--- src/hw/rtl/tx_power_swr_meter_assert.svh ---
// Assertion macros shared by the meter's RTL files.
`ifndef TX_POWER_SWR_METER_ASSERT_SVH
`define TX_POWER_SWR_METER_ASSERT_SVH

// A property that must hold at every edge outside reset.
`define TPM_ASSERT(label, prop, msg) \
  label: assert property (@(posedge clk) disable iff (rst) (prop)) else $error(msg);

// A property that must hold in the cycle after its trigger.
`define TPM_ASSERT_NEXT(label, trig, prop, msg) \
  label: assert property (@(posedge clk) disable iff (rst) (trig) |=> (prop)) else $error(msg);

`endif

--- src/hw/rtl/tpm_mul.sv ---
// 32x32 multiplier with registered product, used for squares and scaling.
module tpm_mul (
  input  logic        clk,
  input  logic [31:0] a,
  input  logic [31:0] b,
  output logic [63:0] p
);
  always_ff @(posedge clk) begin
    p <= 64'(a) * 64'(b);
  end
endmodule

--- config.mk ---
export PLATFORM = sky130hd
export DESIGN_NAME = tpm_mul
export DESIGN_NICKNAME = d
export VERILOG_FILES = /design/src/hw/rtl/tx_power_swr_meter_assert.svh /design/src/hw/rtl/tpm_mul.sv
export SDC_FILE = /design/constraint.sdc
export NUM_CORES = 2
export LEC_CHECK = 0
export ABC_AREA = 0
export ABC_CLOCK_PERIOD_IN_PS = 15800
export BUFFER_PORTS_ARGS = -buffer_cell sky130_fd_sc_hd__buf_4
export CORE_MARGIN = 4
export CORE_UTILIZATION = 70
export CTS_CLUSTER_SIZE = 8
export DETAILED_ROUTE_END_ITERATION = 16
export PLACE_DENSITY = 0.87
export RECOVER_POWER = 100
export SETUP_SLACK_MARGIN = 0.3
export SLEW_MARGIN = 20
export SYNTH_ARGS = -nofsm -noshare
export SYNTH_HDL_FRONTEND = slang
export SYNTH_SLANG_ARGS = --single-unit
--- constraint.sdc ---
create_clock -name clk -period 15.8 [get_ports clk]
set_clock_uncertainty 0.2 [all_clocks]
set_input_delay 3.16 -clock clk [delete_from_list [all_inputs] [get_ports clk]]
set_output_delay 3.16 -clock clk [all_outputs]
set_load 0.01 [all_outputs]
* Word-level counts from Yosys, hierarchy flattened
Index checks and enable logic that the tools add are counted.
** Storage, ports and cells
- Word-level logic and storage cells :: 2
- Output and inout port bits :: 64
- Register bits :: 64
- Bits of input ports :: 65
** Cells by class
- Multiply operators :: 1
** Operators by type and width (number)
- $mul A32 B32 Y64 :: 1

* Longest topological paths before layout
- Depth after elaboration :: 1
- Mapped depth :: 29
- Gate-level depth less buffers :: 27

* Least setup slack after synthesis
OpenSTA, ideal clock, no wires.
- Kind :: input to register
- Start :: in a[25]
- End :: reg p[62]
- Library setup time :: 72 ps
- Stages on the path :: 25
- Data arrival time :: 9841 ps
- Path slack :: 5687 ps
- Data required time :: 15528 ps
- Buffers on the path :: 2
- Cell sequence :: clkbuf_1 -> nand2_1 -> fa_1 -> inv_1 -> fa_1 -> inv_1 -> fa_1 -> inv_1 -> fa_1 -> fa_1 -> fa_1 -> fa_1 -> inv_1 -> fa_1 -> inv_1 -> ha_1 -> buf_2 -> nand4_1 -> or4_1 -> or3_1 -> a31oi_1 -> a31o_2 -> a211oi_1 -> o21ai_1 -> xor2_1
** On the way
- Longest elaborated chain between the ends :: 1
** Ends and longest elaborated chain
- start: declaration :: RTL line tpm_mul.sv:4 : input logic [31:0] a,
- $mul A32 B32 Y64 :: RTL line tpm_mul.sv:9 : p <= 64'(a) * 64'(b);
- end signal: assignment :: RTL line tpm_mul.sv:9
- end: declaration :: RTL line tpm_mul.sv:6 : output logic [63:0] p
Every way passes these cells.

* Worst setup path in the final report
- Start :: in a[0]
- End :: reg p[57]
Same word-level chain as after synthesis.

==> impl_metrics.toml <==
[run_status]
run_status = "finished with violations"
failing_checks = "capacitance limit, slew limit"

[global_routing]
grt_start_max_net_pins = 33
grt_first_pass_wirelength_microns = 150000
grt_pass1_vias = 29300
overall_track_demand_over_capacity_in_global_routing = 0.361
grt_overflow_total = 0
grt_antenna_before_repair = 0

[clock_tree]
postCtsHoldBufs = 0
path_clk_slew_ns = 0.06
cts-root-to-sink-buffers = 2
cts_tree = "yes"
cts-buffers-inserted = 9
htree_levels = 3
clock_root_buffer = "clkbuf_16"
clock_sink_count = 64
postCtsResizedCells = 0
post_cts.repair.setup_buffers = 0

[routing]
first_iter_violations = 2043
dr.pass1.iters = 7
routed_wirelength_microns = 91800
routedWlPerCell_microns = 21.2
vias_after_detailed_routing = 25800
route.detailed.drc = 0
final_antenna_net_count = 0
drt-vias-per-instance = 5.96

[floorplanning]
floorplan.initialDensity = 0.708
dieWidth_microns = 231
core_area_sq_um = 49000
die_height_microns = 231
num_io_pins = 129
die-area_sq_um = 53200
rows = 81

[yosys]
post_synth_num_cell_types = 57
avgSynthCellArea_sq_um = 9.25
synthesis.yosys.warnings = 0
number_of_enable_flip_flop_cells_after_synthesis = 0
sequential_element_share_of_the_synthesized_area = 0.0369
async_reset_ff_frac = 0
synth_largest_type_area_fraction = 0.517
synth_flop_cell = "dfxtp_1"
yosys-top-cells-area = "fa_1 52%, and2_1 11%, ha_1 9.5%"
synth_commonest_cells = "896 x fa_1, 865 x inv_1, 602 x and2_1"
post_synth_inst_count = 3748
post-synth-top-count-cell = "fa_1"
post_syn_nets = 4972
netlist.top_cell.by_area = "fa_1"
number_of_storage_elements_in_the_synthesis_netlist = 64
total_standard_cell_area_after_synthesis_sq_um = 34700

[setup_path]
timing.setup.critical_path_class = "primary input to flip-flop"
arrival_ns = 11.74
startpoint_type_of_the_worst_setup_path = "primary input"
worstPathMaxFanout = 32
timing.critical_path.to_type = "flip-flop"
timing.critical_path.required_ns = 15.75

[sta]
maxSlewHeadroom = -0.180
timing.final.max_slew_violations = 33
setup_repair_after_global_routing_missed_its_margin = "false"
timing.final.setup_violations = 0
post-route-min-period_ns = 11.79
final_hold_viol_count = 0
final.period_utilization = 0.746
worst_pin_slew_ns = 1.77
finalSetupTns_ns = 0
max_fclk_mhz = 84.9

[layout]
largestRegisters = "p: 64 flops"
registers.top_by_ff_count = "p"
final.fill_count = 3442
flow.area_growth_from_synthesis_pct = 2.63
layout-drive-gt1-share = 0.0237
largest_register_ffs = 64
final_nets = 4891

[min_path]
timing.hold.worst_path_depth = 2
min-delay-path-class = "primary input to flip-flop"

[place]
gp_routability_congestion = 0.945
dp_hpwl_microns = 71400
port_buffers = 128

[flow_run]
number_of_maximum_capacitance_constraint_violations = 1
critical path, stage by stage:
cell and delay (ns):
clkbuf_1 1.25, nand2_1 0.18, fa_1 0.58, inv_1 0.05
fa_1 0.37, fa_1 0.51, inv_1 0.05, fa_1 0.47
inv_1 0.05, ha_1 0.27, ha_1 0.29, fa_1 0.50
fa_1 0.44, ha_1 0.37, a21oi_1 0.20, nor2b_1 0.07
o21a_1 0.16, a2111oi_0 1.04, o31ai_4 0.15, a221oi_1 0.70
o31ai_1 0.44, nor4_1 0.36, a311oi_1 0.09
layout by cell type (no fill, tap or decap), types with 3 or more instances in the layout:
master     count
clkbuf_1      65
buf_4         63
a221o_1        4
o221ai_1       3
xnor2_1       35
nand4_1       23
a21o_1        40
nand2_1      480
xor2_1        25
nor2_1        20
ha_1         263
nor3_1         7
a211oi_1       3
or3_1          3
fa_1         896
and2_1       596
o31ai_1        4
a31oi_1       12
o21bai_1      11
o21ai_0       24
a21boi_0       3
or2_2          3
o21a_1         9
dfxtp_1       64
and4_1         3
or4_1          3
and3_1        14
inv_1        865
clkbuf_16      9
a221oi_1       4
a21oi_1       65
nand3_1       10
and2_0         6
cell type report:
type / count / area (sq um) / area share
diodes: 1 / 2.50 / 0.0000703
clock buffers: 9 / 225 / 0.00633
clock inverters: 7 / 78.8 / 0.00222
inverters: 865 / 3250 / 0.0912
multi-input cells: 2599 / 29200 / 0.821
flip-flops and latches: 64 / 1280 / 0.0360
well taps: 664 / 831 / 0.0233
repair buffers: 128 / 717 / 0.0201
metal layers:
metal	vias to the layer above	track usage	part of all wire
li1	10700	-	-
met1	13100	0.422	0.33
met2	1528	0.622	0.51
met3	497	0.0680	0.086
met4	0	0.217	0.077
met5	-	0	0
cell families after synthesis:
group	Yosys count	share of synthesized area
compound gates	202	0.0415
xor+xnor	60	0.0152
flops	64	0.0369
mux	1	0.000289
simple gates	1177	0.176
buf+inv	1085	0.118
fa+ha+maj	1159	0.612
final timing paths:
kind,startpoint,end,slack [ns]
max,a[0],p[57],4.01
min,b[0],p[0],3.11
metrics by stage:
step / hold WS (ns) / area, sq um / util / setup slack, ns / cells
after floorplan: 3.09 / 34700 / - / 5.69 / 3748
after global placement: 3.35 / 35600 / 0.728 / 5.02 / 4320
after detailed placement: 3.35 / 35600 / 0.728 / 4.86 / 4320
after CTS: 3.10 / 35900 / 0.734 / 5.21 / 4336
after global routing: 3.12 / 35600 / 0.727 / 3.74 / 4336
final: 3.11 / 35600 / 0.727 / 4.01 / 4337
Power is left out: the tool's default activity adds up to more than one toggle a clock period on the data nets, which glitch-free logic cannot reach.
