==> src/hw/rtl/tx_power_swr_meter_assert.svh <==
// Assertion macros shared by the meter's RTL files.
`ifndef TX_POWER_SWR_METER_ASSERT_SVH
`define TX_POWER_SWR_METER_ASSERT_SVH

// A property that must hold at every edge outside reset.
`define TPM_ASSERT(label, prop, msg) \
  label: assert property (@(posedge clk) disable iff (rst) (prop)) else $error(msg);

// A property that must hold in the cycle after its trigger.
`define TPM_ASSERT_NEXT(label, trig, prop, msg) \
  label: assert property (@(posedge clk) disable iff (rst) (trig) |=> (prop)) else $error(msg);

`endif

==> src/hw/rtl/tpm_pkg.sv <==
// Shared constants and types of the power and VSWR meter.
package tpm_pkg;
  localparam int AdcBits = 12;
  localparam int TrimPoints = 10;
  localparam int WBits = 25;
  localparam int TIdxBits = $clog2(TrimPoints + 1);
  localparam logic [WBits-1:0] WMax = '1;
  localparam logic [WBits-1:0] SpanGuard = 25'd66;
  localparam logic [WBits-1:0] FwdThresh = 25'd16384;
  localparam logic [16:0] GammaCap = 17'd62259;
  localparam logic [15:0] SwrOne = 16'd1024;

  typedef enum logic [1:0] {
    CMD_UPDATE = 2'd0,
    CMD_CLEAR  = 2'd1,
    CMD_TRIM   = 2'd2,
    CMD_NONE   = 2'd3
  } cmd_t;

  typedef enum logic [2:0] {
    REG_FWD_OFFSET = 3'd0,
    REG_REV_OFFSET = 3'd1,
    REG_FWD_GAIN   = 3'd2,
    REG_REV_GAIN_HF = 3'd3,
    REG_REV_GAIN_6M = 3'd4,
    REG_RATING     = 3'd5
  } reg_idx_t;

  // Request from the sequencer to the divider unit.
  typedef struct packed {
    logic        start;
    logic [79:0] num;
    logic [47:0] den;
  } div_req_t;

  typedef struct packed {
    logic        done;
    logic [79:0] quo;
  } div_rsp_t;
endpackage

==> src/hw/rtl/tpm_div.sv <==
// Restoring divider, one quotient bit per cycle, shared by all divisions but the divide by ten.
module tpm_div (
  input  logic              clk,
  input  logic              rst,
  input  tpm_pkg::div_req_t req,
  output tpm_pkg::div_rsp_t rsp
);
  import tpm_pkg::*;

  logic [79:0] quo;
  logic [48:0] rem;
  logic [47:0] den;
  logic [6:0]  cnt;
  logic        busy;
  logic        done;
  logic [48:0] trial;
  logic [48:0] shifted;

  always_comb begin
    shifted = {rem[47:0], quo[79]};
    trial = shifted - {1'b0, den};
  end

  always_ff @(posedge clk) begin
    if (rst) begin
      busy <= 1'b0;
      done <= 1'b0;
      cnt <= '0;
    end else begin
      done <= 1'b0;
      if (req.start) begin
        busy <= 1'b1;
        quo <= req.num;
        den <= req.den;
        rem <= '0;
        cnt <= 7'd80;
      end else if (busy) begin
        if (!trial[48]) begin
          rem <= trial;
          quo <= {quo[78:0], 1'b1};
        end else begin
          rem <= shifted;
          quo <= {quo[78:0], 1'b0};
        end
        cnt <= cnt - 7'd1;
        if (cnt == 7'd1) begin
          busy <= 1'b0;
          done <= 1'b1;
        end
      end
    end
  end

  assign rsp = {done, quo};

  `include "tx_power_swr_meter_assert.svh"
  `TPM_ASSERT(a_div_idle_start, !(req.start && busy), "divider started while busy")
  `TPM_ASSERT_NEXT(a_div_busy, req.start, busy, "divider did not go busy")
endmodule

==> config.mk <==
export PLATFORM = sky130hd
export DESIGN_NAME = tpm_div
export DESIGN_NICKNAME = d
export VERILOG_FILES = /design/src/hw/rtl/tpm_pkg.sv /design/src/hw/rtl/tpm_div.sv
export VERILOG_INCLUDE_DIRS = /design/src /design/src/hw/rtl
export SDC_FILE = /design/constraint.sdc
export NUM_CORES = 1
export LEC_CHECK = 0
export ABC_AREA = 1
export BUFFER_PORTS_ARGS = -buffer_cell sky130_fd_sc_hd__buf_2
export CAP_MARGIN = 20
export CORE_ASPECT_RATIO = 1.4
export CORE_MARGIN = 1
export CORE_UTILIZATION = 50
export CTS_CLUSTER_DIAMETER = 30
export CTS_CLUSTER_SIZE = 16
export DETAILED_ROUTE_END_ITERATION = 8
export GPL_TIMING_DRIVEN = 0
export PLACE_DENSITY = 0.8
export RECOVER_POWER = 50
export SLEW_MARGIN = 0
export SYNTH_ARGS = -nofsm -noshare
export SYNTH_HDL_FRONTEND = slang
export SYNTH_SLANG_ARGS = --single-unit
==> constraint.sdc <==
create_clock -name clk -period 14.7 [get_ports clk]
set_input_delay 0 -clock clk [delete_from_list [all_inputs] [get_ports clk]]
set_output_delay 0 -clock clk [all_outputs]
set_load 0.02 [all_outputs]
# Yosys cells after proc, flatten, opt, wreduce, memory -nomap -nowiden
# Cells that the tools add are included.
# word_totals
regBits,185
input_bits,131
out_inout_bits,81
# classes
n_addsub,2
n_eq_ne,1
mux,11
bitwise_logic,2
reduce_logical,5
# ops
op,n
$mux 80,2
$mux 48,2
$sub 49x48->49,1
$mux 7,2
$eq 7x1->1 const B,1
$sub 7x1->7 const B,1
$mux 1,5
$reduce_and 2->1,2
$reduce_or 3->1,1
$not 1->1,2
$reduce_bool 2->1,1
$reduce_or 2->1,1

# Longest topological paths before layout
# logic_depth
ltp_word,4
depth_mapped,18

# Least setup slack after synthesis
# Ideal clock, no wire load.
# synth_path
path_kind,input to register
startpoint,input req[128] (netlist bit)
endpoint,"register quo[0], enable pin"
setup_time_ps,794
arrival_time_ps,9061
t_required_ps,13906
path_slack_ps,4845
cell_stages,2
path_buffers,0
path_cell_list,inv_1 -> o21ai_0
# synth_between
elab_chain_cells,2
# synth_rtl
element,line_no,source
from (decl),tpm_div.sv:5,"input tpm_pkg::div_req_t req,"
$reduce_bool 2->1 (no line),n/a,
$reduce_and 2->1 (no line),n/a,
to (signal assigned),tpm_div.sv:33,quo <= req.num;
to (signal assigned),tpm_div.sv:40,"quo <= {quo[78:0], 1'b1};"
to (signal assigned),tpm_div.sv:43,"quo <= {quo[78:0], 1'b0};"
to (decl),tpm_div.sv:10,logic [79:0] quo;
# No other way between the ends.
# A chain may end at the register's enable or synchronous reset.

# Worst setup path after layout
# layout_path
startpoint,input rst
endpoint,"register quo[27], enable pin"
# layout_between
elab_chain_cells,2
# layout_rtl
element,line_no,source
from (decl),tpm_div.sv:4,"input logic rst,"
$not 1->1 (no line),n/a,
$reduce_and 2->1 (no line),n/a,
# No other way between the ends.

==> metrics.txt <==
# TYPE chip_impl_metric gauge
chip_impl_info{name="cells_along_the_critical_path",value="dlygate4sd3_1 > clkbuf_1 > o21ai_0 > clkbuf_1 > buf_12"} 1
chip_impl_metric{name="power.share.switching",unit=""} 0.368
chip_impl_metric{name="finalClockSkew",unit="ns"} 0.0103
chip_impl_info{name="yosysTopAreaCell",value="sky130_fd_sc_hd__edfxtp_1"} 1
chip_impl_metric{name="areaGrowthSynthToFinish",unit="%"} 28.0
chip_impl_info{name="yosys-top-cells-area",value="sky130_fd_sc_hd__edfxtp_1, sky130_fd_sc_hd__nand2_1, sky130_fd_sc_hd__inv_1, sky130_fd_sc_hd__nor2_1, sky130_fd_sc_hd__ha_1"} 1
chip_impl_metric{name="die-width",unit="µm"} 133
chip_impl_metric{name="num-fill-cells",unit=""} 1960
chip_impl_metric{name="slew_headroom",unit=""} -0.394
chip_impl_metric{name="grt_first_pass_wirelength",unit="mm"} 59.5
chip_impl_metric{name="met3_wirelength",unit="mm"} 2.93
chip_impl_metric{name="worst_setup_hold_path_clk_slew",unit="ns"} 0.07
chip_impl_metric{name="clock_latency",unit="ns"} 0.46
chip_impl_metric{name="synth_fp_nets",unit=""} 1887
chip_impl_metric{name="overflow_after_grt",unit=""} 0
chip_impl_metric{name="cts_hold_buf",unit=""} 129
chip_impl_metric{name="hold_ws",unit="ns"} 0.248
chip_impl_info{name="failed_checks",value="max-capacitance violations, max-slew violations"} 1
chip_impl_metric{name="arrival",unit="ns"} 3.65
chip_impl_metric{name="h-tree-depth",unit=""} 4
chip_impl_metric{name="initial_utilization",unit=""} 0.514
chip_impl_metric{name="detailed_place_hpwl",unit="mm"} 26.8
chip_impl_info{name="status",value="finished with violations"} 1
chip_impl_metric{name="netlist_instances",unit=""} 1705
chip_impl_metric{name="placement_rows",unit=""} 66
chip_impl_metric{name="post_cts_buffers",unit=""} 0
chip_impl_metric{name="dr.first_iter.drc_count",unit=""} 811
chip_impl_metric{name="cpPeakStageDelay",unit="ns"} 1.59
chip_impl_metric{name="power.clock.fraction",unit=""} 0.276
chip_impl_metric{name="die_area",unit="µm²"} 24700
chip_impl_metric{name="mappedNetlistArea",unit="µm²"} 12100
chip_impl_info{name="root_buffer_master",value="sky130_fd_sc_hd__clkbuf_16"} 1
chip_impl_metric{name="synthDominantCellAreaShare",unit=""} 0.438
chip_impl_metric{name="r2r_slack",unit="ns"} 11.62
chip_impl_metric{name="total_switching_power",unit="µW"} 662
chip_impl_metric{name="gpl.final_weighted_congestion",unit=""} 0.957
chip_impl_metric{name="num-nets-final",unit=""} 2253
chip_impl_metric{name="met2WireLength",unit="mm"} 19.4
chip_impl_metric{name="tritoncts.num_buffers",unit=""} 17
chip_impl_metric{name="min_period_over_period",unit=""} 0.238
chip_impl_metric{name="finalCriticalPeriod",unit="ns"} 3.50
chip_impl_metric{name="max_slew_violation_count",unit=""} 8
chip_impl_metric{name="leakage",unit="µW"} 0.00802
chip_impl_metric{name="m1WireLength",unit="mm"} 13.4
chip_impl_metric{name="p_int",unit="µW"} 1130
chip_impl_metric{name="setup_total_negative_slack",unit="ns"} 0
chip_impl_metric{name="grt_antenna_before_repair",unit=""} 0
chip_impl_metric{name="die_h",unit="µm"} 186
chip_impl_metric{name="route.detailed.drc",unit=""} 0
chip_impl_metric{name="floorplan.core_area",unit="µm²"} 23500
chip_impl_metric{name="worst-slew-pin-transition",unit="ns"} 2.07
chip_impl_metric{name="max_cap_viol_count",unit=""} 1
chip_impl_metric{name="ys_seq_elements",unit=""} 185
chip_impl_metric{name="synth_cell_types",unit=""} 34
chip_impl_metric{name="drt_first_pass_iters",unit=""} 8
chip_impl_info{name="most_frequent_cells_in_the_layout",value="sky130_fd_sc_hd__nand2_1, sky130_fd_sc_hd__inv_1, sky130_fd_sc_hd__nor2_1, sky130_fd_sc_hd__edfxtp_1, sky130_fd_sc_hd__dlygate4sd3_1"} 1
chip_impl_metric{name="irDropWorstVdd",unit="mV"} 0.0887
chip_impl_metric{name="clock-sinks",unit=""} 185
chip_impl_info{name="cp-end-kind",value="register"} 1
chip_impl_metric{name="post_drt_via_cell_ratio",unit=""} 5.03
chip_impl_info{name="critical_path_class",value="input pin to register"} 1
chip_impl_metric{name="power.combinational.fraction",unit=""} 0.345
chip_impl_metric{name="final_antenna_net_count",unit=""} 0
chip_impl_metric{name="first_global_vias",unit=""} 12200
chip_impl_metric{name="setup_viol",unit=""} 0
chip_impl_metric{name="synth-seq-area-share",unit=""} 0.453
chip_impl_metric{name="timing.final.hold_violations",unit=""} 0
chip_impl_metric{name="routed_wirelength",unit="mm"} 38.1
chip_impl_metric{name="top_achievable_clock_speed",unit="MHz"} 286
chip_impl_metric{name="final_layout_size_suffix_gt1_frac",unit=""} 0.0945
chip_impl_metric{name="timing.critical_path.fanout_max",unit=""} 31
chip_impl_metric{name="clock_path_buffers",unit=""} 2
chip_impl_info{name="grt_setup_unrepaired",value="false"} 1
chip_impl_info{name="crit_path_start_kind",value="input pin"} 1
chip_impl_metric{name="required",unit="ns"} 14.86
chip_impl_metric{name="gr-usage-all-layers",unit=""} 0.317
chip_impl_info{name="cts_tree",value="yes"} 1
chip_impl_metric{name="average_size_of_a_mapped_cell",unit="µm²"} 7.07
chip_impl_metric{name="floorplan.io_pins",unit=""} 212
chip_impl_info{name="layout.cells.most_common",value="sky130_fd_sc_hd__nand2_1"} 1
chip_impl_metric{name="port_buffer_cells",unit=""} 211
chip_impl_info{name="path_common_cell",value="sky130_fd_sc_hd__clkbuf_1"} 1
chip_impl_metric{name="yosysWarningCount",unit=""} 0
chip_impl_metric{name="post_cts.resized_instances",unit=""} 0
chip_impl_metric{name="power_density",unit="nW/µm²"} 116
chip_impl_info{name="worst_hold_path_type",value="input pin to register"} 1
chip_impl_metric{name="grt_max_degree",unit=""} 32
chip_impl_metric{name="wire_per_inst",unit="µm"} 15.9
chip_impl_metric{name="seq_power_share",unit=""} 0.380
chip_impl_metric{name="via_count",unit=""} 12000
chip_impl_info{name="highest_layer",value="met4"} 1
chip_impl_info{name="cpMaxStageDelayCell",value="sky130_fd_sc_hd__o21ai_0"} 1
[worst max-delay path, delay by kind of cell]
family	cells	cell delay [ns]
AO/OA/AOI/OAI	1	1.59
buffers and inverters	4	2.03
[logic make-up after synthesis]
kind of cell,count (synthesis),share of synthesized area
AO/OA/AOI/OAI,38,0.0167
AND/OR/NAND/NOR,1036,0.337
XOR/XNOR,31,0.0225
flip-flops,185,0.453
buffers and inverters,364,0.117
adder cells (fa/ha/maj),51,0.0536
[routing by layer]
metal | vias to the layer above | global-route usage
li1 | 5867 | -
met3 | 155 | 0.0583
met2 | 651 | 0.590
met4 | 0 | 0.202
met1 | 5346 | 0.326
met5 | - | 0
[power by group through the flow]
stage	Clock, µW	Combinational (µW)	Sequential, µW
after global routing	518	693	687
after CTS	497	614	678
final	495	619	682
after floorplan	0	387	718
after global placement	0	564	705
after detailed placement	0	584	688
[cells in the mapped netlist]
cell type,n
sky130_fd_sc_hd__nand3_1,40
sky130_fd_sc_hd__xnor2_1,3
sky130_fd_sc_hd__clkbuf_1,19
sky130_fd_sc_hd__nand2_4,1
sky130_fd_sc_hd__buf_6,2
sky130_fd_sc_hd__and2_1,2
sky130_fd_sc_hd__buf_1,4
sky130_fd_sc_hd__o31ai_1,1
sky130_fd_sc_hd__inv_2,7
sky130_fd_sc_hd__nor2_2,10
sky130_fd_sc_hd__clkinv_1,1
sky130_fd_sc_hd__nor3_1,8
sky130_fd_sc_hd__a211oi_1,1
sky130_fd_sc_hd__a31oi_1,1
sky130_fd_sc_hd__a21oi_1,31
sky130_fd_sc_hd__edfxtp_1,176
sky130_fd_sc_hd__buf_4,8
sky130_fd_sc_hd__nor2_1,187
sky130_fd_sc_hd__or2_1,1
sky130_fd_sc_hd__inv_1,323
sky130_fd_sc_hd__o21bai_1,1
sky130_fd_sc_hd__xor2_1,28
sky130_fd_sc_hd__nand2_2,6
sky130_fd_sc_hd__nand2_1,762
sky130_fd_sc_hd__nand4_1,11
sky130_fd_sc_hd__nor4_1,4
sky130_fd_sc_hd__o21a_1,1
sky130_fd_sc_hd__ha_1,50
sky130_fd_sc_hd__nand3_2,1
sky130_fd_sc_hd__nor3b_1,2
sky130_fd_sc_hd__nand3b_1,1
sky130_fd_sc_hd__o21ai_0,2
sky130_fd_sc_hd__fa_1,1
sky130_fd_sc_hd__dfxtp_1,9
[cell type report]
type                            count  area (µm²)  share of cell area
Buffer                             33         169              0.0110
Sequential cell                   185        5470               0.354
Timing Repair Buffer              347        2360               0.153
Inverter                          331        1240              0.0806
Clock buffer                       18         429              0.0278
Tap cell                          306         383              0.0248
Antenna cell                        1        2.50            0.000162
Clock inverter                     14         191              0.0124
Multi-Input combinational cell   1156        5180               0.336
[flip-flops by register name, indices dropped and copies added (netlist names)]
signal	cells
busy	1
cnt	7
den	48
done	1
quo	80
rem	48
[worst paths after layout]
path              cells after the start       to    start
hold reg to reg                       2   cnt[1]   cnt[1]
setup reg to reg                     17  rem[29]  quo[79]
hold / removal                        2  den[11]  req[11]
setup / recovery                      5  quo[27]      rst
[stage by stage]
| step | setup slack, ns | util | instances | power [µW] | cell area (µm²) |
|---|---|---|---|---|---|
| final | 11.20 | 0.658 | 2391 | 1800 | 15400 |
| after floorplan | 4.85 | - | 1705 | 1100 | 12100 |
| after global routing | 11.12 | 0.658 | 2390 | 1900 | 15400 |
| after global placement | 0.350 | 0.575 | 2222 | 1270 | 13500 |
| after detailed placement | 11.74 | 0.583 | 2229 | 1270 | 13700 |
| after CTS | 11.72 | 0.665 | 2390 | 1790 | 15600 |
Note: power is estimated with default switching activity, not from simulation.
